<file path="config.mk">
export PLATFORM = sky130hd
export DESIGN_NAME = frame_checker_ack_generator_flat
export DESIGN_NICKNAME = d
export VERILOG_FILES = /design/src/hw/rtl/fcag_pkg.sv /design/src/hw/rtl/fcag_if.sv /design/src/hw/rtl/frame_checker_ack_generator.sv /design/src/flat_wrapper.sv
export SDC_FILE = /design/constraint.sdc
export NUM_CORES = 1
export LEC_CHECK = 0
export ABC_AREA = 1
export BUFFER_PORTS_ARGS = -buffer_cell sky130_fd_sc_hd__buf_4
export CORE_MARGIN = 2
export CORE_UTILIZATION = 54
export DETAILED_ROUTE_END_ITERATION = 8
export GPL_TIMING_DRIVEN = 0
export PLACE_DENSITY = 0.69
export SLEW_MARGIN = 20
export SYNTH_ARGS = -nofsm -noshare
export SYNTH_HDL_FRONTEND = slang
export SYNTH_SLANG_ARGS = --single-unit
export TNS_END_PERCENT = 100
</file>
<file path="constraint.sdc">
create_clock -name clk -period 4.2 [get_ports clk]
set_clock_uncertainty 0.1 [all_clocks]
set_input_delay 1.05 -clock clk [delete_from_list [all_inputs] [get_ports clk]]
set_output_delay 1.05 -clock clk [all_outputs]
set_load 0.05 [all_outputs]
</file>
<file path="src/hw/rtl/fcag_pkg.sv">
// Shared types and constants for the frame checker and acknowledge generator.
// No dependencies; used by the channel interfaces and the top level.
package fcag_pkg;

  typedef enum logic [1:0] {
    ST_OK     = 2'd0,
    ST_HEADER = 2'd1,
    ST_TAIL   = 2'd2,
    ST_PARITY = 2'd3
  } status_t;

  localparam logic [7:0] SYNC_A      = 8'hAA;
  localparam logic [7:0] SYNC_B      = 8'h55;
  localparam logic [7:0] ACK_LEN_B   = 8'h06;
  localparam logic [7:0] ACK_PAD     = 8'h00;
  localparam logic [7:0] LOCAL_ID_RST = 8'h20;
  localparam int unsigned ACK_BYTES  = 12;

  localparam logic [7:0] ID_ZERO  = 8'h00;
  localparam logic [7:0] ID_ONE   = 8'h01;
  localparam logic [7:0] ID_HOST  = 8'h20;
  localparam logic [7:0] TYPE_ZERO  = 8'h03;
  localparam logic [7:0] TYPE_ONE   = 8'hA7;
  localparam logic [7:0] TYPE_HOST  = 8'h72;
  localparam logic [7:0] TYPE_OTHER = 8'h00;

  function automatic logic [7:0] ack_type(input logic [7:0] id);
    logic [7:0] t;
    case (id)
      ID_ZERO: t = TYPE_ZERO;
      ID_ONE:  t = TYPE_ONE;
      ID_HOST: t = TYPE_HOST;
      default: t = TYPE_OTHER;
    endcase
    return t;
  endfunction

endpackage

</file>
<file path="src/hw/rtl/fcag_if.sv">
// Valid/ready channel interfaces: received bytes, results and id writes.
// Depends on fcag_pkg for the status type.
interface fcag_rx_if;
  logic       valid;
  logic       ready;
  logic       frame_start;
  logic [7:0] rx_byte;
  modport source (output valid, frame_start, rx_byte, input ready);
  modport sink   (input valid, frame_start, rx_byte, output ready);
endinterface

interface fcag_res_if;
  logic              valid;
  logic              ready;
  logic              kind;
  fcag_pkg::status_t status;
  logic [7:0]        ack_byte;
  logic              last;
  modport source (output valid, kind, status, ack_byte, last, input ready);
  modport sink   (input valid, kind, status, ack_byte, last, output ready);
endinterface

interface fcag_cfg_if;
  logic       valid;
  logic       ready;
  logic [7:0] local_id;
  modport source (output valid, local_id, input ready);
  modport sink   (input valid, local_id, output ready);
endinterface

</file>
<file path="src/hw/rtl/frame_checker_ack_generator.sv">
// Frame checker and acknowledge generator, top level.
// Depends on fcag_pkg and the channel interfaces in fcag_if.sv.
//
// in_ch carries received bytes with a start-of-frame mark, one transaction
// per byte. Each byte is checked and folded into the frame state in the
// cycle it is taken, so a byte is accepted every cycle while no results
// are pending. Bytes that end a frame (or fail the header) queue a result
// run in the output register: one status transaction, then for a good frame
// with an ack request up to 12 ack frame bytes, last set on the final one.
// A run appears on out_ch the cycle after its byte; its results leave the
// single output register in order, and in_ch is held off until the last
// result of the run is taken (a new byte may enter in that same cycle).
// A receiver stall freezes the output register and, through it, in_ch.
// cfg_ch writes local_id at any time (always ready); write it only while
// idle. Reset (rst_n, synchronous, active low) closes any open frame, drops
// pending results and sets local_id to 0x20.
module frame_checker_ack_generator (
  input  logic         clk,
  input  logic         rst_n,
  fcag_rx_if.sink      in_ch,
  fcag_res_if.source   out_ch,
  fcag_cfg_if.sink     cfg_ch
);

  logic [7:0] local_id_r;
  logic       active_r, active_nxt;
  logic [8:0] position_r, position_nxt;
  logic [7:0] length_r, length_nxt;
  logic [7:0] xor_r, xor_nxt;
  logic       ack_wanted_r, ack_wanted_nxt;
  logic [7:0] source_r, source_nxt;
  logic [7:0] rx_par_r, rx_par_nxt;
  logic       par_ok_r, par_ok_nxt;
  logic       tail1_ok_r, tail1_ok_nxt;

  logic              busy_r, busy_nxt;
  logic [3:0]        seq_r, seq_nxt;
  fcag_pkg::status_t st_r, st_nxt;
  logic              ack_job_r, ack_job_nxt;

  logic              in_acc, out_acc, out_last;
  logic              job_new, job_ack;
  fcag_pkg::status_t job_st;
  logic              frm_open;
  logic [8:0]        pos;
  logic [9:0]        pos_ext, len_ext;
  logic [7:0]        b;
  logic              tail_ok;
  fcag_pkg::status_t fin_st;

  logic [7:0] ack_type_v, chk, cur_b, prev_b;
  logic [3:0] cur_idx, prev_idx;
  logic       stop;

  function automatic logic [7:0] ack_at(input logic [3:0] idx, input logic [7:0] lid,
                                        input logic [7:0] src, input logic [7:0] typ,
                                        input logic [7:0] len, input logic [7:0] rpar,
                                        input logic [7:0] ck);
    logic [7:0] v;
    case (idx)
      4'd0:    v = fcag_pkg::SYNC_A;
      4'd1:    v = fcag_pkg::SYNC_B;
      4'd2:    v = fcag_pkg::ACK_LEN_B;
      4'd3:    v = lid;
      4'd4:    v = src;
      4'd5:    v = fcag_pkg::ACK_PAD;
      4'd6:    v = typ;
      4'd7:    v = len;
      4'd8:    v = rpar;
      4'd9:    v = ck;
      4'd10:   v = fcag_pkg::SYNC_B;
      4'd11:   v = fcag_pkg::SYNC_A;
      default: v = fcag_pkg::ACK_PAD;
    endcase
    return v;
  endfunction

  assign cfg_ch.ready = 1'b1;

  always_ff @(posedge clk) begin
    if (!rst_n) begin
      local_id_r <= fcag_pkg::LOCAL_ID_RST;
    end else if (cfg_ch.valid) begin
      local_id_r <= cfg_ch.local_id;
    end
  end

  // Result run: status at seq 0, ack byte seq-1 after it
  assign ack_type_v = fcag_pkg::ack_type(local_id_r);
  assign chk = fcag_pkg::ACK_LEN_B ^ local_id_r ^ source_r ^ fcag_pkg::ACK_PAD ^
               ack_type_v ^ length_r ^ rx_par_r;
  assign cur_idx  = seq_r - 4'd1;
  assign prev_idx = seq_r - 4'd2;
  assign cur_b  = ack_at(cur_idx, local_id_r, source_r, ack_type_v, length_r, rx_par_r, chk);
  assign prev_b = ack_at(prev_idx, local_id_r, source_r, ack_type_v, length_r, rx_par_r, chk);
  assign stop = (seq_r >= 4'd2) && (cur_b == fcag_pkg::SYNC_A) &&
                (prev_b == fcag_pkg::SYNC_B);
  assign out_last = (seq_r == 4'd0) ? !ack_job_r
                  : (stop || (seq_r == 4'(fcag_pkg::ACK_BYTES)));

  assign out_ch.valid    = busy_r;
  assign out_ch.kind     = (seq_r != 4'd0);
  assign out_ch.status   = (seq_r == 4'd0) ? st_r : fcag_pkg::ST_OK;
  assign out_ch.ack_byte = (seq_r == 4'd0) ? 8'h00 : cur_b;
  assign out_ch.last     = out_last;

  assign out_acc     = busy_r && out_ch.ready;
  assign in_ch.ready = !busy_r || (out_ch.ready && out_last);
  assign in_acc      = in_ch.valid && in_ch.ready;

  // Frame checking
  assign b        = in_ch.rx_byte;
  assign frm_open = in_ch.frame_start || active_r;
  assign pos      = in_ch.frame_start ? 9'd0 : position_r;
  assign pos_ext  = {1'b0, pos};
  assign len_ext  = {2'b00, length_r};
  assign tail_ok  = tail1_ok_r && (b == fcag_pkg::SYNC_A);
  assign fin_st   = !tail_ok ? fcag_pkg::ST_TAIL
                  : (!par_ok_r ? fcag_pkg::ST_PARITY : fcag_pkg::ST_OK);

  always_comb begin
    active_nxt     = active_r;
    position_nxt   = position_r;
    length_nxt     = length_r;
    xor_nxt        = xor_r;
    ack_wanted_nxt = ack_wanted_r;
    source_nxt     = source_r;
    rx_par_nxt     = rx_par_r;
    par_ok_nxt     = par_ok_r;
    tail1_ok_nxt   = tail1_ok_r;
    job_new        = 1'b0;
    job_st         = fcag_pkg::ST_OK;
    job_ack        = 1'b0;
    if (in_acc && frm_open) begin
      active_nxt   = 1'b1;
      position_nxt = pos + 9'd1;
      if (pos == 9'd0 || pos == 9'd1) begin
        if (b != ((pos == 9'd0) ? fcag_pkg::SYNC_A : fcag_pkg::SYNC_B)) begin
          job_new      = 1'b1;
          job_st       = fcag_pkg::ST_HEADER;
          active_nxt   = 1'b0;
          position_nxt = pos;
        end
      end else if (pos == 9'd2) begin
        length_nxt = b;
        xor_nxt    = b;
      end else begin
        if (pos == 9'd3) begin
          source_nxt = b;
        end
        if (pos == 9'd5) begin
          ack_wanted_nxt = (b != 8'h00);
        end
        if (pos_ext <= len_ext + 10'd2) begin
          xor_nxt = xor_r ^ b;
        end else if (pos_ext == len_ext + 10'd3) begin
          rx_par_nxt = b;
          par_ok_nxt = (xor_r == b);
        end else if (pos_ext == len_ext + 10'd4) begin
          tail1_ok_nxt = (b == fcag_pkg::SYNC_B);
        end else begin
          active_nxt   = 1'b0;
          position_nxt = 9'd0;
          job_new      = 1'b1;
          job_st       = fin_st;
          job_ack      = (fin_st == fcag_pkg::ST_OK) && ack_wanted_nxt;
        end
      end
    end
  end

  always_comb begin
    busy_nxt    = busy_r;
    seq_nxt     = seq_r;
    st_nxt      = st_r;
    ack_job_nxt = ack_job_r;
    if (job_new) begin
      busy_nxt    = 1'b1;
      seq_nxt     = 4'd0;
      st_nxt      = job_st;
      ack_job_nxt = job_ack;
    end else if (out_acc) begin
      if (out_last) begin
        busy_nxt = 1'b0;
      end else begin
        seq_nxt = seq_r + 4'd1;
      end
    end
  end

  always_ff @(posedge clk) begin
    if (!rst_n) begin
      active_r     <= 1'b0;
      position_r   <= '0;
      length_r     <= '0;
      xor_r        <= '0;
      ack_wanted_r <= 1'b0;
      source_r     <= '0;
      rx_par_r     <= '0;
      par_ok_r     <= 1'b0;
      tail1_ok_r   <= 1'b0;
      busy_r       <= 1'b0;
      seq_r        <= '0;
      st_r         <= fcag_pkg::ST_OK;
      ack_job_r    <= 1'b0;
    end else begin
      active_r     <= active_nxt;
      position_r   <= position_nxt;
      length_r     <= length_nxt;
      xor_r        <= xor_nxt;
      ack_wanted_r <= ack_wanted_nxt;
      source_r     <= source_nxt;
      rx_par_r     <= rx_par_nxt;
      par_ok_r     <= par_ok_nxt;
      tail1_ok_r   <= tail1_ok_nxt;
      busy_r       <= busy_nxt;
      seq_r        <= seq_nxt;
      st_r         <= st_nxt;
      ack_job_r    <= ack_job_nxt;
    end
  end

endmodule

</file>
<file path="src/flat_wrapper.sv">
// flat-port wrapper written by rule: the top's interface ports become plain ports
module frame_checker_ack_generator_flat 
  (clk, rst_n, in_ch_valid, in_ch_frame_start, in_ch_rx_byte, in_ch_ready, out_ch_valid, out_ch_kind, out_ch_status, out_ch_ack_byte, out_ch_last, out_ch_ready, cfg_ch_valid, cfg_ch_local_id, cfg_ch_ready);
  fcag_rx_if in_ch_i ();
  fcag_res_if out_ch_i ();
  fcag_cfg_if cfg_ch_i ();
  input  logic clk;
  input  logic rst_n;
  input wire logic [$bits(in_ch_i.valid)-1:0] in_ch_valid;
  input wire logic [$bits(in_ch_i.frame_start)-1:0] in_ch_frame_start;
  input wire logic [$bits(in_ch_i.rx_byte)-1:0] in_ch_rx_byte;
  output wire logic [$bits(in_ch_i.ready)-1:0] in_ch_ready;
  output wire logic [$bits(out_ch_i.valid)-1:0] out_ch_valid;
  output wire logic [$bits(out_ch_i.kind)-1:0] out_ch_kind;
  output wire logic [$bits(out_ch_i.status)-1:0] out_ch_status;
  output wire logic [$bits(out_ch_i.ack_byte)-1:0] out_ch_ack_byte;
  output wire logic [$bits(out_ch_i.last)-1:0] out_ch_last;
  input wire logic [$bits(out_ch_i.ready)-1:0] out_ch_ready;
  input wire logic [$bits(cfg_ch_i.valid)-1:0] cfg_ch_valid;
  input wire logic [$bits(cfg_ch_i.local_id)-1:0] cfg_ch_local_id;
  output wire logic [$bits(cfg_ch_i.ready)-1:0] cfg_ch_ready;
  assign in_ch_i.valid = in_ch_valid;
  assign in_ch_i.frame_start = in_ch_frame_start;
  assign in_ch_i.rx_byte = in_ch_rx_byte;
  assign in_ch_ready = in_ch_i.ready;
  assign out_ch_valid = out_ch_i.valid;
  assign out_ch_kind = out_ch_i.kind;
  assign out_ch_status = out_ch_i.status;
  assign out_ch_ack_byte = out_ch_i.ack_byte;
  assign out_ch_last = out_ch_i.last;
  assign out_ch_i.ready = out_ch_ready;
  assign cfg_ch_i.valid = cfg_ch_valid;
  assign cfg_ch_i.local_id = cfg_ch_local_id;
  assign cfg_ch_ready = cfg_ch_i.ready;
  frame_checker_ack_generator u_core (.clk(clk), .rst_n(rst_n), .in_ch(in_ch_i), .out_ch(out_ch_i), .cfg_ch(cfg_ch_i));
endmodule
</file>
==> results.ini, run 1 <==
[clock_tree]
htreeDepth=3
cts_tree=done
cts_sinks=61
numCtsBuffers=9
clockRootBuffer=clkbuf_8
insertion_delay_ps=370
cts_hold_buf=0
clockBufferDepth=2
clkTransAtPathRegs_ps=70

[sta]
min_period_over_period_pct=96.8
tns_ps=0
drv_slew=0
fmax_mhz=246
relSlewSlack_pct=60.1
fin_crit_ps=4060
setup_viol=0
tightest_slew_ps=596
hold_slack_ps=373
hold_viol=0
rsz0062_at_grt=yes

[setup_path]
worstSetupStartpointType=flop
crit_fanout=10
worstPathArrival_ps=2910
timing_worst_setup_path_type=flop to output pin
worstPathRequired_ps=3050
r2r-start=u_core.length_r[1]$_SDFFE_PN0P_
r2r_setup_slack_ps=390
cp-startpoint=u_core.local_id_r[0]$_SDFFE_PN0P_
end_kind=output pin

[synthesis]
ys_ff_latch=61
yosysSeqAreaShare_pct=20.7
syn_nets=1071
synthCells=1021
synth_cell_type_count=43
postSynthAreaPerCell_um2=5.78
yosys_warnings=0
synth_area_um2=5900

[power_and_ir_drop]
internal_power_uw=943
p_per_area_nw_per_um2=218
switching_power_uw=516
switching_share_pct=35.4
seqPwrFrac_pct=43.1
peakVddDrop_uv=190
clockPowerShare_pct=32.2
leakage_uw=0.00336
power.share.combinational_pct=24.7

[cells_and_area]
final_layout_size_suffix_gt1_share_pct=11.4
fin_cells=1215
fill_cells=1076
antenna_cells=0
fin_util_pct=62.4
finalInstanceArea_um2=6710
area_growth_pct=13.6
final_nets=1121

[floorplanning]
fp.coreArea_um2=10700
start_util_pct=54.9
fp.dieW_um=109
die_h_um=109
row_count=38
ios=37
dieArea_um2=11800

[grt]
grt_pass1_wl_mm=29.1
grt_usage_pct=32.2
grt_start_max_net_pins=12
grt_antenna_before_repair=0
grt_overflow=0
grt_pass1_vias=5742

[min_path]
hp-class=flop to flop
min_from=u_core.position_r[1]$_SDFFE_PN0P_

[detailed_routing]
drtPass1Iterations=5
via_count=6445
wire_per_inst_um=15.1
wirelength_mm=18.3
remaining_drc_errors=0
ant_nets=0
via_per_inst=5.30
drt_iter0_drc=448

[placement]
place_hpwl_mm=14.3
place_area_um2=6300
gp_congestion=0.984
place_inst=1191
io_buffers=30

[status]
status=finished, final reports clean

[flow_run]
cap_violations=0

-- repair_timing --
| item | CTS | global route |
|---|---|---|
| setup endpoints to repair | 2 | 5 |
| buffers inserted | 10 | 5 |
| hold endpoints to repair | 0 | 0 |
| pin swaps | 9 | 7 |
| gates resized for setup | 41 | 11 |
-- final timing paths --
| check | cells past startpoint | endpoint |
|---|---|---|
| setup / recovery | 18 | in_ch_ready |
| hold / removal | 2 | u_core.position_r[1]$_SDFFE_PN0P_ |
| setup reg to reg | 14 | u_core.seq_r[3]$_SDFFE_PP0P_ |
| hold reg to reg | 2 | u_core.position_r[1]$_SDFFE_PN0P_ |
-- metrics by stage --
step                      setup slack [ps]  total power (uW)
after global routing                 -38.1              1540
after global placement                -400               997
final                                  136              1460
after CTS                             35.2              1470
after detailed placement              -424              1000
after floorplan                        450               900
-- routing by layer --
layer	track usage [%]	wire length, um	vias to the layer above
met1	41.2	8070	2838
met5	0	0	-
met3	3.98	986	53
met2	53.3	8500	209
met4	16.1	759	0
li1	-	-	3345
-- critical path, cell delays in order (launching register included) --
cell and delay (ps):
dfxtp_1 610, nor2_1 90, nand2_1 100, inv_1 40
nand2_1 220, nand2_1 160, nand2_1 100, nand2_1 50
nor2_1 90, nand3_1 100, nor2_1 100, nand2_1 60
nor2_1 110, nand3_1 140, nand2_2 120, nand3_2 80
nand2_4 80, buf_8 130, buf_8 150
-- cells in the final DEF (no fill, tap or decap), types with 3 or more instances in the layout --
cell type and n:
a21oi_1 43, buf_2 3, buf_4 46, buf_6 7, clkbuf_1 17, clkbuf_8 10
dfxtp_1 58, dfxtp_4 3, ha_1 27, inv_1 117, inv_2 6, nand2_1 299
nand2_2 8, nand2_4 3, nand3_1 72, nand3_2 3, nand4_1 40, nand4_4 3
nor2_1 159, nor2_2 8, nor2_4 6, nor3_1 15, nor3b_1 4, nor4_1 4
o211ai_1 4, o21ai_0 34, xnor2_1 9, xor2_1 35
-- final cells by class --
cell class	count	area, um^2	area share [%]
flip-flops and latches	61	1230	18.4
inverters	127	484	7.22
clock inverters	4	25.0	0.373
plain buffers	32	194	2.89
multi-input cells	795	4110	61.2
well taps	140	175	2.61
repair buffers	45	349	5.21
clock buffers	11	141	2.11
-- cell families after synthesis --
kind of cell,Yosys count,share of synthesized area (%)
xor+xnor,46,7.08
simple gates,629,46.4
buf+inv,165,11.4
fa+ha+maj,28,5.93
flops,61,20.7
compound gates,91,8.37
other cells,1,0.0635
-- flip-flops by register name, summed over array words and instances (netlist names) --
| name | cells |
|---|---|
| u_core.position_r | 9 |
| u_core.length_r | 8 |
| u_core.local_id_r | 8 |
| u_core.rx_par_r | 8 |
| u_core.source_r | 8 |
| u_core.xor_r | 8 |
| u_core.seq_r | 4 |
| u_core.st_r | 2 |
| u_core.ack_job_r | 1 |
| u_core.ack_wanted_r | 1 |
| u_core.active_r | 1 |
| u_core.out_ch.valid | 1 |
| u_core.par_ok_r | 1 |
| u_core.tail1_ok_r | 1 |
-- cell usage after synthesis, drive strengths merged --
| cell | count | area [um^2] |
|---|---|---|
| xnor2 | 10 | 95.1 |
| nand4 | 43 | 314 |
| and2 | 1 | 6.26 |
| ha | 28 | 350 |
| conb | 1 | 3.75 |
| nor3b | 4 | 30.0 |
| and3 | 1 | 6.26 |
| buf | 15 | 113 |
| a21boi | 1 | 7.51 |
| a211oi | 1 | 7.51 |
| a31oi | 3 | 25.0 |
| nor3 | 16 | 91.3 |
| clkinv | 2 | 7.51 |
| o21bai | 1 | 7.51 |
| o2111ai | 2 | 17.5 |
| nor2 | 173 | 674 |
| nor4 | 5 | 37.5 |
| clkbuf | 23 | 86.3 |
| o221ai | 1 | 8.76 |
| o211ai | 4 | 30.0 |
| dfxtp | 61 | 1220 |
| o21ai | 35 | 175 |
| nand2 | 310 | 1180 |
| inv | 125 | 469 |
| nand3 | 76 | 400 |
| xor2 | 36 | 323 |
| a21oi | 43 | 215 |
-- power groups by stage --
stage | sequential (uW) | clock, uW | combinational (uW)
CTS | 629 | 483 | 357
global placement | 636 | 0 | 362
global route | 632 | 505 | 405
detailed placement | 637 | 0 | 363
finish | 630 | 469 | 361
floorplan | 635 | 0 | 265
Power figures use the tool's default switching activity.
==> run 2: changes to the inputs <==
- CORE_MARGIN: 2 -> not set
==> run 2 against run 1 <==
Compared with the run above: worst hold slack improved by 9.4 ps; routed wire length rose by 1.1%; register-to-register slack improved by 180 ps; sequential cell count did not move; sequential share of layout area fell by 0.39 points; sequential power barely moved; first-iteration DRC count rose by 19%; critical path depth rose by 3; critical path type unchanged; critical endpoint unchanged; largest cell class unchanged; largest power group unchanged; highest routed layer unchanged.
==> results.ini, run 2 (same netlist as run 1, synthesis figures left out) <==
[cells_and_area]
layout_common_cells=nand2_1, nor2_1, inv_1
ff_latch_area_um2=1230
final_layout_size_suffix_gt1_share_pct=13.0
area_growth_pct=16.1
fill_cells=1059
multi_input_area_um2=4150
antenna_cells=0
final_common_cell=nand2_1
largest_reg_flops=9
final_nets=1126
regMostFlops=u_core.position_r

[clock_tree]
cts_hold_buf=0
clockBufferDepth=2
numCtsBuffers=9
cts_sinks=61
clkTransAtPathRegs_ps=70
insertion_delay_ps=360
clockRootBuffer=clkbuf_8
cts_tree=done
htreeDepth=3

[floorplanning]
die_h_um=107
start_util_pct=56.4
fp.coreArea_um2=10500
ios=37
row_count=37
dieArea_um2=11400
fp.dieW_um=107

[placement]
gp_congestion=1.01
place_hpwl_mm=14.3
pre_cts_slack_ps=-459
io_buffers=30

[sta]
setup_ws_ps=90.7
fmax_mhz=243
tightest_slew_ps=596
setup_viol=0
tns_ps=0
drv_slew=0
hold_viol=0
fin_crit_ps=4110
min_period_over_period_pct=97.8
relSlewSlack_pct=60.1

[power_and_ir_drop]
leakage_uw=0.00343
p_per_area_nw_per_um2=231
peakVddDrop_uv=242

[grt]
grt_overflow=0
grt_pass1_vias=5911
grt_start_max_net_pins=20
grt_usage_pct=33.8
grt_antenna_before_repair=0
grt_pass1_wl_mm=30.0

[detailed_routing]
wire_per_inst_um=15.2
remaining_drc_errors=0
via_per_inst=5.39
drt_iter0_drc=531
via_count=6557
wirelength_mm=18.5
ant_nets=0
drtPass1Iterations=6

[setup_path]
r2r_setup_slack_ps=570
timing_worst_setup_path_type=flop to output pin
end_kind=output pin
worstPathArrival_ps=2960
worstPathRequired_ps=3050
worstSetupStartpointType=flop
crit_fanout=7

[min_path]
hp-class=flop to flop

[flow_run]
cap_violations=0

[status]
status=finished, final reports clean

run 2: cell count changes in the layout (fill, tap and decap cells not counted), moves of 3 or more:
cell and delta:
inv_2 +5, inv_1 -4, buf_4 +3, nor2_1 -3, nor2_2 +3
run 2: cell type report:
type	instances	area share, %
Tap cell	136	2.48
Clock buffer	10	1.86
Sequential cell	61	18.0
Multi-Input combinational cell	795	60.6
Clock inverter	6	1.28
Inverter	127	7.03
Buffer	31	2.92
Timing Repair Buffer	51	5.84
run 2: worst paths after layout:
path,from,endpoint,cells past startpoint
hold / removal,u_core.position_r[1]$_SDFFE_PN0P_,u_core.position_r[1]$_SDFFE_PN0P_,2
hold reg to reg,u_core.position_r[1]$_SDFFE_PN0P_,u_core.position_r[1]$_SDFFE_PN0P_,2
setup / recovery,u_core.seq_r[1]$_SDFFE_PP0P_,in_ch_ready,21
setup reg to reg,u_core.length_r[1]$_SDFFE_PN0P_,u_core.seq_r[2]$_SDFFE_PP0P_,14
run 2: power by group:
part / internal [uW] / switching [uW]
Combinational: 119 / 246
Clock: 334 / 255
Sequential: 603 / 25.4
Total: 1060 / 526
run 2: repair_timing:
item / 4_1_cts / 5_1_grt
gates cloned: 0 / 1
pin swaps: 7 / 11
gates resized for setup: 39 / 29
endpoints found under the setup margin: 3 / 3
setup buffers: 11 / 9
run 2: per-layer routing:
layer  up-vias  GRT usage (%)  part of all wire, %
li1       3354              -                    -
met1      2912           43.4                   44
met2       250           56.6                   47
met3        41           5.70                  6.7
met4         0           12.2                  3.1
met5         -              0                    0
run 2: worst max-delay path, stage by stage (launching register included):
cell and delay [ps]:
dfxtp_4 370, inv_6 100, ha_1 160, nand2_1 110
nand2_2 90, nand2_1 80, nand2_2 160, buf_6 150
nor2_2 40, nand2_1 80, nand2_2 80, clkinv_1 60
nand3_1 70, nor2_1 160, nand3_1 120, nor2_1 120
nand3_2 120, nand2_2 110, nand3_2 90, nand2_4 100
buf_12 120, buf_12 130
run 2: metrics by stage:
stage | hold WS, ps | utilization [%] | total power (uW) | instance area, um^2 | std cells
after floorplan | 340 | - | 900 | 5900 | 1021
after global placement | 367 | 60.2 | 996 | 6300 | 1187
after detailed placement | 370 | 60.2 | 998 | 6300 | 1187
after CTS | 379 | 64.0 | 1580 | 6690 | 1208
after global routing | 399 | 65.5 | 1670 | 6850 | 1217
final | 383 | 65.5 | 1580 | 6850 | 1217
==> run 3: changes to the inputs <==
--- a/config.mk
+++ b/config.mk
@@ -11,5 +11,6 @@
 export DETAILED_ROUTE_END_ITERATION = 8
 export GPL_TIMING_DRIVEN = 0
-export PLACE_DENSITY = 0.69
+export MAX_ROUTING_LAYER = met4
+export PLACE_DENSITY = 0.72
 export SLEW_MARGIN = 20
 export SYNTH_ARGS = -nofsm -noshare
==> constraint.sdc (replaced) <==
create_clock -name clk -period 3.35 [get_ports clk]
set_clock_uncertainty 0.1 [all_clocks]
set_input_delay 0.8375 -clock clk [delete_from_list [all_inputs] [get_ports clk]]
set_output_delay 0.8375 -clock clk [all_outputs]
set_load 0.02 [all_outputs]
==> run 3 against run 2 <==
Compared with the run above: the flow now finishes with violations (setup timing); first-iteration DRC count grew 12%; largest power group unchanged; global-route usage grew 0.95 points; critical path type unchanged; count of clock-buffer cells in the layout grew 1; final cell count grew 1.2%; routed wire length grew 3.9%; cell area grew 4.6%; largest cell class unchanged; via count grew 4.0%; sequential cell count is the same.
==> results.ini, run 3 (same netlist as run 1, synthesis figures left out) <==
[grt]
grt_pass1_wl_mm=29.8
use_met1_pct=43.5
grt_antenna_before_repair=0
grt_usage_pct=34.8
grt_overflow=0
busiest_layer=met2
grt_use_met2_pct=55.6
grt_pass1_vias=6011
grt_start_max_net_pins=12
gr-usage-met3_pct=4.41

[setup_path]
slowest_delay_ps=390
worstPathRequired_ps=2410
cp_slowest_cell=dfxtp_4
worstPathArrival_ps=2770
worstSetupStartpointType=flop
crit_buf_inv=6
timing_worst_setup_path_type=flop to output pin
critical-path-top-delay-family=simple AND/OR/NAND/NOR gates
end_kind=output pin
crit_fanout=6
crit_top_cell=nor2_1
path_cells=inv_8, ha_4, clkinvlp_4, buf_6, buf_4, nand4_1, nand3_1, nor2_1, nand2_1, nand2_1, nor2_1, nor2_1, nor2_1, nand3_2, nand2_2, nand3_2, nand2_4, buf_8, buf_6
r2r-start=u_core.seq_r[1]$_SDFFE_PP0P_
cp-startpoint=u_core.seq_r[1]$_SDFFE_PP0P_

[power_and_ir_drop]
seqPwrFrac_pct=38.7
clockPowerShare_pct=37.6
leakage_uw=0.00352
finalPower_uw=2040
switching_power_uw=675
internal_power_uw=1370
switching_share_pct=33.1
p_per_area_nw_per_um2=285
power.share.combinational_pct=23.7
peakVddDrop_uv=296

[sta]
drv_slew=0
fmax_mhz=270
setup_viol=2
setup_ws_ps=-358
tns_ps=-617
fin_crit_ps=3710
min_period_over_period_pct=111
relSlewSlack_pct=56.9
rsz0062_at_grt=yes
hold_viol=0
tightest_slew_ps=640

[clock_tree]
clockRootBuffer=clkbuf_8
clkTransAtPathRegs_ps=70
cts_sinks=61
numCtsBuffers=9
htreeDepth=3
cts_tree=done
clockBufferDepth=2
insertion_delay_ps=360

[min_path]
hp-class=flop to flop
min_from=u_core.position_r[2]$_SDFFE_PN0P_

[detailed_routing]
via_count=6818
drtPass1Iterations=6
wire_per_inst_um=15.6
wirelength_mm=19.2
ant_nets=0
drt_iter0_drc=596
remaining_drc_errors=0
via_per_inst=5.54

[cells_and_area]
final_common_cell=nand2_1
fill_cells=996
final_layout_size_suffix_gt1_share_pct=18.7
finalInstanceArea_um2=7170
layout_common_cells=nand2_1, nor2_1, inv_1
final_nets=1140
area_growth_pct=21.4
antenna_cells=0
largest_reg_flops=9
regMostFlops=u_core.position_r

[placement]
pre_cts_slack_ps=-653
place_area_um2=6340
gp_congestion=0.963
place_hpwl_mm=14.1
io_buffers=30

[status]
status=finished with violations
violations=setup timing

[floorplanning]
fp.coreArea_um2=10500
row_count=37
start_util_pct=56.4
dieArea_um2=11400
ios=37
die_h_um=107
fp.dieW_um=107

[flow_run]
cap_violations=0

-- run 3: path summary, 6_finish.rpt --
kind                                             to  slack, ps  cells after the start
hold reg to reg   u_core.position_r[2]$_SDFFE_PN0P_        380                      2
setup / recovery                        in_ch_ready       -360                     19
setup reg to reg    u_core.source_r[2]$_SDFFE_PN0P_         40                     23
hold / removal    u_core.position_r[2]$_SDFFE_PN0P_        380                      2
-- run 3: tightest hold or removal path, cell delays in order (launching register included) --
cell     delay [ps]
dfxtp_1         320
nand2_1          60
a21oi_1          50
-- run 3: power by group through the flow --
stage               clock [uW]  sequential [uW]  combinational, uW
floorplan                    0              792                323
global placement             0              796                438
detailed placement           0              797                439
CTS                        775              787                438
global route               806              793                536
finish                     767              791                483
-- run 3: metrics by stage --
step | cells | util, % | hold slack (ps)
finish | 1231 | 68.5 | 376
CTS | 1216 | 65.3 | 379
detailed placement | 1187 | 60.6 | 369
global route | 1231 | 68.5 | 391
floorplan | 1021 | - | 340
global placement | 1187 | 60.6 | 360
-- run 3: per-layer routing --
metal  wire (um)  vias to the layer above
met2        8850                      302
met1        8380                     3064
met4         745                        0
li1            -                     3385
met5           0                        -
met3        1270                       67
-- run 3: repair_timing --
action                     CTS  global route
hold buffers                 0             0
resized for setup           50            81
buffers inserted            19            16
gates cloned                 0             2
pin swaps                   19            31
setup endpoints to repair   54            57
-- run 3: cell type report --
class                           count  area (um^2)  share of cell area [%]
Buffer                             29          191                    2.67
Clock buffer                       11          141                    1.97
Timing Repair Buffer               67          532                    7.42
Sequential cell                    61         1250                    17.4
Tap cell                          136          170                    2.37
Clock inverter                      5         82.6                    1.15
Inverter                          127          490                    6.84
Multi-Input combinational cell    795         4310                    60.2
